File: src/rtl/idq_pkg.sv
// ----------------------------------------------------------------------------
// idq_pkg
// Shared types, constants and helpers of the indexed double-ended queue.
// ----------------------------------------------------------------------------
package idq_pkg;

   // Store geometry.
   localparam int CAPACITY   = 64;
   localparam int DATA_WIDTH = 32;
   localparam int ADDR_WIDTH = $clog2(CAPACITY);
   localparam int CNT_WIDTH  = $clog2(CAPACITY + 1);

   // Action codes carried in the request.
   typedef enum logic [2:0] {
      ACT_PUSH_BACK  = 3'd0,
      ACT_PUSH_FRONT = 3'd1,
      ACT_POP_BACK   = 3'd2,
      ACT_POP_FRONT  = 3'd3,
      ACT_READ       = 3'd4,
      ACT_WRITE      = 3'd5
   } action_type;

   // Status codes returned in the response.
   typedef enum logic [1:0] {
      ST_OK    = 2'd0,
      ST_EMPTY = 2'd1,
      ST_RANGE = 2'd2,
      ST_FULL  = 2'd3
   } status_type;

   // One request beat.
   typedef struct packed {
      logic [2:0]         action;
      logic signed [31:0] value;
      logic [5:0]         position;
   } req_type;

   // One response beat.
   typedef struct packed {
      logic signed [31:0] read_value;
      logic [1:0]         status;
      logic [6:0]         element_count;
   } rsp_type;

   // Sequencing commands from the controller to the datapath.
   typedef struct packed {
      logic load;
      logic exec;
      logic reply;
   } cmd_type;

   // Controller states.
   typedef enum logic [1:0] {
      S_IDLE  = 2'd0,
      S_EXEC  = 2'd1,
      S_REPLY = 2'd2
   } state_type;

   // Sign-extend a 32-bit input value and cut it to the store width.
   function automatic logic [DATA_WIDTH-1:0] widen_value(input logic signed [31:0] raw);
      logic signed [63:0] ext;
      ext = 64'(raw);
      return ext[DATA_WIDTH-1:0];
   endfunction

   // Sign-extend a stored element and cut it to the 32-bit result.
   function automatic logic signed [31:0] narrow_value(input logic [DATA_WIDTH-1:0] stored);
      logic signed [63:0] ext;
      ext = 64'(signed'(stored));
      return ext[31:0];
   endfunction

endpackage

File: src/rtl/indexed_double_ended_queue.sv
// ----------------------------------------------------------------------------
// indexed_double_ended_queue
// Double-ended queue of signed values in a ring buffer with read and write
// by index from the front.
// ----------------------------------------------------------------------------
// A request beat is taken when start is high and busy is low. Each request
// goes through capture, execute with one store access, and respond, and the
// next one can be taken in the cycle after the response; the sequence is
// set by the single-port store access and its registered read. Every request
// gives exactly one response beat, shown for one cycle with rsp_valid high;
// the receiver must take it then, it cannot stall the block. The response
// carries the read value (zero unless a read succeeded), a status and the
// element count after the action. The store needs no clearing after reset.
module indexed_double_ended_queue (
   input  logic             clock,
   input  logic             reset,
   input  logic             start,
   output logic             busy,
   input  idq_pkg::req_type req_item,
   output logic             rsp_valid,
   output idq_pkg::rsp_type rsp_item
);
   import idq_pkg::*;

   cmd_type cmd;

   idq_ctrl u_ctrl (
      .clock (clock),
      .reset (reset),
      .start (start),
      .busy  (busy),
      .cmd   (cmd)
   );

   idq_datapath u_datapath (
      .clock    (clock),
      .reset    (reset),
      .cmd      (cmd),
      .req_item (req_item),
      .rsp_item (rsp_item)
   );

   assign rsp_valid = cmd.reply;

   // An accepted request makes the block busy in the next cycle.
   a_accept_busy: assert property (@(posedge clock) disable iff (reset)
      (start && !busy) |=> busy)
      else $error("block not busy after accepting a request");

   // A response is never longer than one beat.
   a_single_beat: assert property (@(posedge clock) disable iff (reset)
      rsp_valid |=> !rsp_valid)
      else $error("response held for more than one cycle");

   // The element count never exceeds the store size.
   a_count_bound: assert property (@(posedge clock) disable iff (reset)
      rsp_valid |-> (32'(rsp_item.element_count) <= CAPACITY))
      else $error("element count beyond capacity");

   // Empty status only with no elements, full status only with a full store.
   a_empty_status: assert property (@(posedge clock) disable iff (reset)
      (rsp_valid && rsp_item.status == ST_EMPTY) |-> (rsp_item.element_count == 7'd0))
      else $error("empty status with elements held");

   a_full_status: assert property (@(posedge clock) disable iff (reset)
      (rsp_valid && rsp_item.status == ST_FULL) |->
         (32'(rsp_item.element_count) == CAPACITY))
      else $error("full status with free entries");

endmodule

File: src/rtl/idq_ctrl.sv
// ----------------------------------------------------------------------------
// idq_ctrl
// Sequencer: takes a request, lets the datapath execute it, then presents
// the response beat for one cycle.
// ----------------------------------------------------------------------------
module idq_ctrl (
   input  logic             clock,
   input  logic             reset,
   input  logic             start,
   output logic             busy,
   output idq_pkg::cmd_type cmd
);
   import idq_pkg::*;

   state_type state_ff;
   state_type state_in;

   // State register.
   always_ff @(posedge clock) begin
      if (reset) begin
         state_ff <= S_IDLE;
      end else begin
         state_ff <= state_in;
      end
   end

   // Next state and commands.
   always_comb begin
      state_in  = state_ff;
      cmd.load  = 1'b0;
      cmd.exec  = 1'b0;
      cmd.reply = 1'b0;
      busy      = 1'b1;
      unique case (state_ff)
         S_IDLE: begin
            busy     = 1'b0;
            cmd.load = start;
            if (start) begin
               state_in = S_EXEC;
            end
         end
         S_EXEC: begin
            cmd.exec = 1'b1;
            state_in = S_REPLY;
         end
         S_REPLY: begin
            cmd.reply = 1'b1;
            state_in  = S_IDLE;
         end
         default: begin
            state_in = S_IDLE;
         end
      endcase
   end

endmodule

File: src/rtl/idq_datapath.sv
// ----------------------------------------------------------------------------
// idq_datapath
// Ring-buffer store with front pointer and element count; executes one
// action per exec command and builds the response.
// ----------------------------------------------------------------------------
module idq_datapath (
   input  logic             clock,
   input  logic             reset,
   input  idq_pkg::cmd_type cmd,
   input  idq_pkg::req_type req_item,
   output idq_pkg::rsp_type rsp_item
);
   import idq_pkg::*;

   logic [DATA_WIDTH-1:0] store_mem [CAPACITY];

   req_type               req_ff;
   logic [ADDR_WIDTH-1:0] front_ff;
   logic [ADDR_WIDTH-1:0] front_in;
   logic [CNT_WIDTH-1:0]  count_ff;
   logic [CNT_WIDTH-1:0]  count_in;
   logic [DATA_WIDTH-1:0] rd_data_ff;
   logic                  rd_ok_ff;
   logic                  rd_ok_in;
   status_type            status_ff;
   status_type            status_in;

   logic                  is_full;
   logic                  is_empty;
   logic                  out_of_range;
   logic [ADDR_WIDTH-1:0] offset;
   logic [ADDR_WIDTH:0]   slot_sum;
   logic [ADDR_WIDTH-1:0] slot;
   logic                  wr_en;

   // Capture the request beat.
   always_ff @(posedge clock) begin
      if (cmd.load) begin
         req_ff <= req_item;
      end
   end

   assign is_full      = (count_ff == CNT_WIDTH'(CAPACITY));
   assign is_empty     = (count_ff == '0);
   assign out_of_range = (32'(req_ff.position) >= 32'(count_ff));

   // Offset from the front that the action addresses.
   always_comb begin
      unique case (req_ff.action)
         ACT_PUSH_BACK:  offset = count_ff[ADDR_WIDTH-1:0];
         ACT_PUSH_FRONT: offset = ADDR_WIDTH'(CAPACITY - 1);
         ACT_POP_FRONT:  offset = ADDR_WIDTH'(1);
         default:        offset = ADDR_WIDTH'(req_ff.position);
      endcase
   end

   // Slot = (front + offset) wrapped around the store.
   assign slot_sum = {1'b0, front_ff} + {1'b0, offset};
   assign slot     = (32'(slot_sum) >= CAPACITY) ?
                     ADDR_WIDTH'(32'(slot_sum) - CAPACITY) : slot_sum[ADDR_WIDTH-1:0];

   // Action decode: pointer, count, status and store write.
   always_comb begin
      front_in  = front_ff;
      count_in  = count_ff;
      status_in = ST_OK;
      rd_ok_in  = 1'b0;
      wr_en     = 1'b0;
      unique case (req_ff.action)
         ACT_PUSH_BACK: begin
            if (is_full) begin
               status_in = ST_FULL;
            end else begin
               wr_en    = 1'b1;
               count_in = count_ff + CNT_WIDTH'(1);
            end
         end
         ACT_PUSH_FRONT: begin
            if (is_full) begin
               status_in = ST_FULL;
            end else begin
               wr_en    = 1'b1;
               front_in = slot;
               count_in = count_ff + CNT_WIDTH'(1);
            end
         end
         ACT_POP_BACK: begin
            if (is_empty) begin
               status_in = ST_EMPTY;
            end else begin
               count_in = count_ff - CNT_WIDTH'(1);
            end
         end
         ACT_POP_FRONT: begin
            if (is_empty) begin
               status_in = ST_EMPTY;
            end else begin
               front_in = slot;
               count_in = count_ff - CNT_WIDTH'(1);
            end
         end
         ACT_READ: begin
            if (out_of_range) begin
               status_in = ST_RANGE;
            end else begin
               rd_ok_in = 1'b1;
            end
         end
         ACT_WRITE: begin
            if (out_of_range) begin
               status_in = ST_RANGE;
            end else begin
               wr_en = 1'b1;
            end
         end
         default: begin
         end
      endcase
   end

   // Element store: at most one write and one registered read per exec cycle.
   always_ff @(posedge clock) begin
      if (cmd.exec) begin
         if (wr_en) begin
            store_mem[slot] <= widen_value(req_ff.value);
         end
         rd_data_ff <= store_mem[slot];
      end
   end

   // Result payload registers.
   always_ff @(posedge clock) begin
      if (cmd.exec) begin
         status_ff <= status_in;
         rd_ok_ff  <= rd_ok_in;
      end
   end

   // Queue control state.
   always_ff @(posedge clock) begin
      if (reset) begin
         front_ff <= '0;
         count_ff <= '0;
      end else if (cmd.exec) begin
         front_ff <= front_in;
         count_ff <= count_in;
      end
   end

   // Response beat.
   assign rsp_item.read_value    = rd_ok_ff ? narrow_value(rd_data_ff) : 32'sd0;
   assign rsp_item.status        = status_ff;
   assign rsp_item.element_count = 7'(count_ff);

endmodule

File: config.mk
export PLATFORM = sky130hd
export DESIGN_NAME = indexed_double_ended_queue
export DESIGN_NICKNAME = d
export VERILOG_FILES = /design/src/rtl/idq_pkg.sv /design/src/rtl/indexed_double_ended_queue.sv /design/src/rtl/idq_ctrl.sv /design/src/rtl/idq_datapath.sv
export SDC_FILE = /design/constraint.sdc
export NUM_CORES = 2
export LEC_CHECK = 0
export BUFFER_PORTS_ARGS = -buffer_cell sky130_fd_sc_hd__buf_2
export CAP_MARGIN = 5
export CORE_ASPECT_RATIO = 1.25
export CORE_MARGIN = 2
export CORE_UTILIZATION = 38
export DETAILED_ROUTE_END_ITERATION = 10
export SETUP_SLACK_MARGIN = 0.2
export SLEW_MARGIN = 5
export SYNTH_ARGS = -nofsm -noshare
export SYNTH_HDL_FRONTEND = slang
export SYNTH_SLANG_ARGS = --single-unit
File: constraint.sdc
create_clock -name clock -period 6.2 [get_ports clock]
set_input_delay 1.55 -clock clock [delete_from_list [all_inputs] [get_ports clock]]
set_output_delay 1.55 -clock clock [all_outputs]
set_load 0.005 [all_outputs]
==> run metrics <==
fmax around 0.18 GHz; CP Capture Type flip-flop; final setup fails 0; layout cells sized above 1 between 10% and 20%; DRT iter0 DRCs 7776; Clk pin slew, worst setup/hold paths around 0.06 ns; Synth Instances 5041; dpl hpwl around 160000 microns; clock latency on the worst-skew pair between 0.8 and 0.9 ns; final slew viol count 0; die area approximately 0.22 sq mm; Max H-tree Level 4; Clock Sinks roughly 2100; final hold slack 0.5041 ns; final instance area between 0.09 and 0.1 sq mm; routed wire length between 200000 and 300000 microns; worst reg2reg setup slack about 0.55 ns; Synth area leaders edfxtp_1, mux2i_1, mux4_2; hold buffers post-CTS 0; most instantiated cells after synthesis edfxtp_1, nand2_1, mux2i_1; gr usage total between 20% and 30%; main flop type after synthesis edfxtp_1; area leader, netlist edfxtp_1; Finished Core Util between 40% and 50%; Root Driver clkbuf_16; max-cap viol count 0; CTS tree built; FF-to-FF path depth 13; pin count of the biggest net entering global routing 113; routed via count 51320; DP Area slightly below 0.09 sq mm; Critical Path RT ~6.8 ns; Starting Density a little under two fifths; first drt pass iteration count 10; Rows between 150 and 200; Critical Path AT ~6.2 ns; clk buf depth 4; Leakage between 30 and 40 nW; final hold violations 0; Hold Path Class reg -> reg; most numerous cell in the Yosys netlist edfxtp_1; Die W ~420 microns; vias in the first global route 49460; share of synthesized registers carrying an async set or reset 0%; synth warn 0; CTS Buf Count 206; violated checks DRC; RSZ-0062 raised after global routing no; WHS Path Cells 2; Setup WS pre-CTS just under 0.7 ns; Fill cells 19030; Post-Syn Nets about 5100; WL/cell about 34 microns; Post-synth EDFFs 2124; PwrDens between 300 and 400 mW/mm^2; IO Count 87; Final WS setup ~0.55 ns; startpoint types flip-flop; Die Span Y about 530 microns; IO buf count 86; Rel. slew slack under 10%; Worst Skew 0.04531 ns; Mean Syn Cell Area 16.56 sq um; register area share after synthesis around 77%; DR DRC count 1; Area growth, synth to finish 14.73%; Post-Syn Area 0.08348 sq mm; Final ANT Viol Nets 0; Core Footprint between 0.2 and 0.25 sq mm; setup TNS 0 ns; status finished, violations left; top cell type's share of synthesized area between 70% and 80%; post-CTS sizing 0; slew of the pin with the lowest slew margin 1.399 ns; Setup CP Type reg -> reg; routability cong. between 0.8 and 0.9; FF+latch count, synth 2139; grt total ovfl 0; part of the cycle the worst path needs 91.09%; VDD IR-drop max about 240 uV; count of cell types in the netlist a little under 70; Tmin final about 5.6 ns; Critical Path Fanout Max 27; Vias/cell around 6.1; initial antenna violation count 24; nets@finish 5342; postcts setup bufs 0; first-pass GRT wire length between 300000 and 400000 microns
sequential cells by signal, summed over array words and instances, names as in the netlist:
signal and cells:
u_datapath.rd_ok_ff 1, u_datapath.count_ff 7, u_datapath.store_mem 2048, u_ctrl.state_ff 2, u_datapath.req_ff 41, u_datapath.rd_data_ff 32, u_datapath.status_ff 2, u_datapath.front_ff 6
layout by cell type, fill, tap and decap left out, drive strengths merged, types with 120 or more instances in the layout:
cell type / netlist / final
mux2i: 241 / 241
a221oi: 120 / 120
a21oi: 219 / 219
nor2: 131 / 131
buf: 236 / 387
edfxtp: 2124 / 2124
clkbuf: 120 / 257
o21ai: 148 / 148
nand2: 539 / 539
nand3: 197 / 197
metrics by stage:
step                cells  total power, W
global route         8348         0.03273
floorplan            5041         0.01838
finish               8357         0.03200
detailed placement   7982         0.02012
CTS                  8339         0.03202
global placement     7981         0.02008
routing by layer:
metal	global-route usage [%]	wire length [microns]
met5	0	62
met3	4.438	28950
met1	31.76	103700
met2	40.56	135100
met4	11.66	14600
critical path, cell delays in order, from the launching register on:
cell	delay (ns)
edfxtp_1	0.54
nor3_1	0.24
a21oi_1	0.08
nor2_1	0.12
a21oi_1	0.08
ha_4	0.20
fa_4	1.27
buf_4	0.33
nor2_4	0.20
buf_4	0.37
a221oi_1	0.36
o22ai_1	0.17
o311ai_0	1.09
nand4_1	0.19
report_power, final:
part | internal [W] | leakage (nW) | switching (W) | total, W
Clock | 0.00672 | 3.05 | 0.00540 | 0.0121
Combinational | 0.00109 | 8.32 | 0.00272 | 0.00382
Sequential | 0.0160 | 19.2 | 0.0000530 | 0.0161
logic make-up after synthesis:
group                      Yosys count  share of synthesized area [%]
AOI/OAI and AO/OA                 1026                          8.477
DFF                               2139                          76.76
adders and majority gates           18                         0.2878
buffers and inverters              368                          2.071
and+or+nand+nor                   1068                          5.709
xor gates and xnor gates            10                         0.1049
muxes                              412                          6.586
final cells by class:
cell class	count	area [sq um]	share of cell area, %
repair buffers	387	3316	3.462
clock inverters	100	864.6	0.9027
clock buffers	257	5389	5.627
multi-input cells	2534	18380	19.19
flip-flops and latches	2139	64080	66.91
inverters	12	52.55	0.05487
well taps	2910	3641	3.802
diodes	18	45.04	0.04703
final timing paths:
kind,endpoint,start
max,u_datapath.rd_data_ff[22]$_DFFE_PN_,u_datapath.req_ff[39]$_DFFE_PP_
min,u_datapath.front_ff[4]$_SDFFE_PP0P_,u_datapath.front_ff[4]$_SDFFE_PP0P_
max reg2reg,u_datapath.rd_data_ff[22]$_DFFE_PN_,u_datapath.req_ff[39]$_DFFE_PP_
min reg2reg,u_datapath.front_ff[4]$_SDFFE_PP0P_,u_datapath.front_ff[4]$_SDFFE_PP0P_
Power figures use the tool's default switching activity.
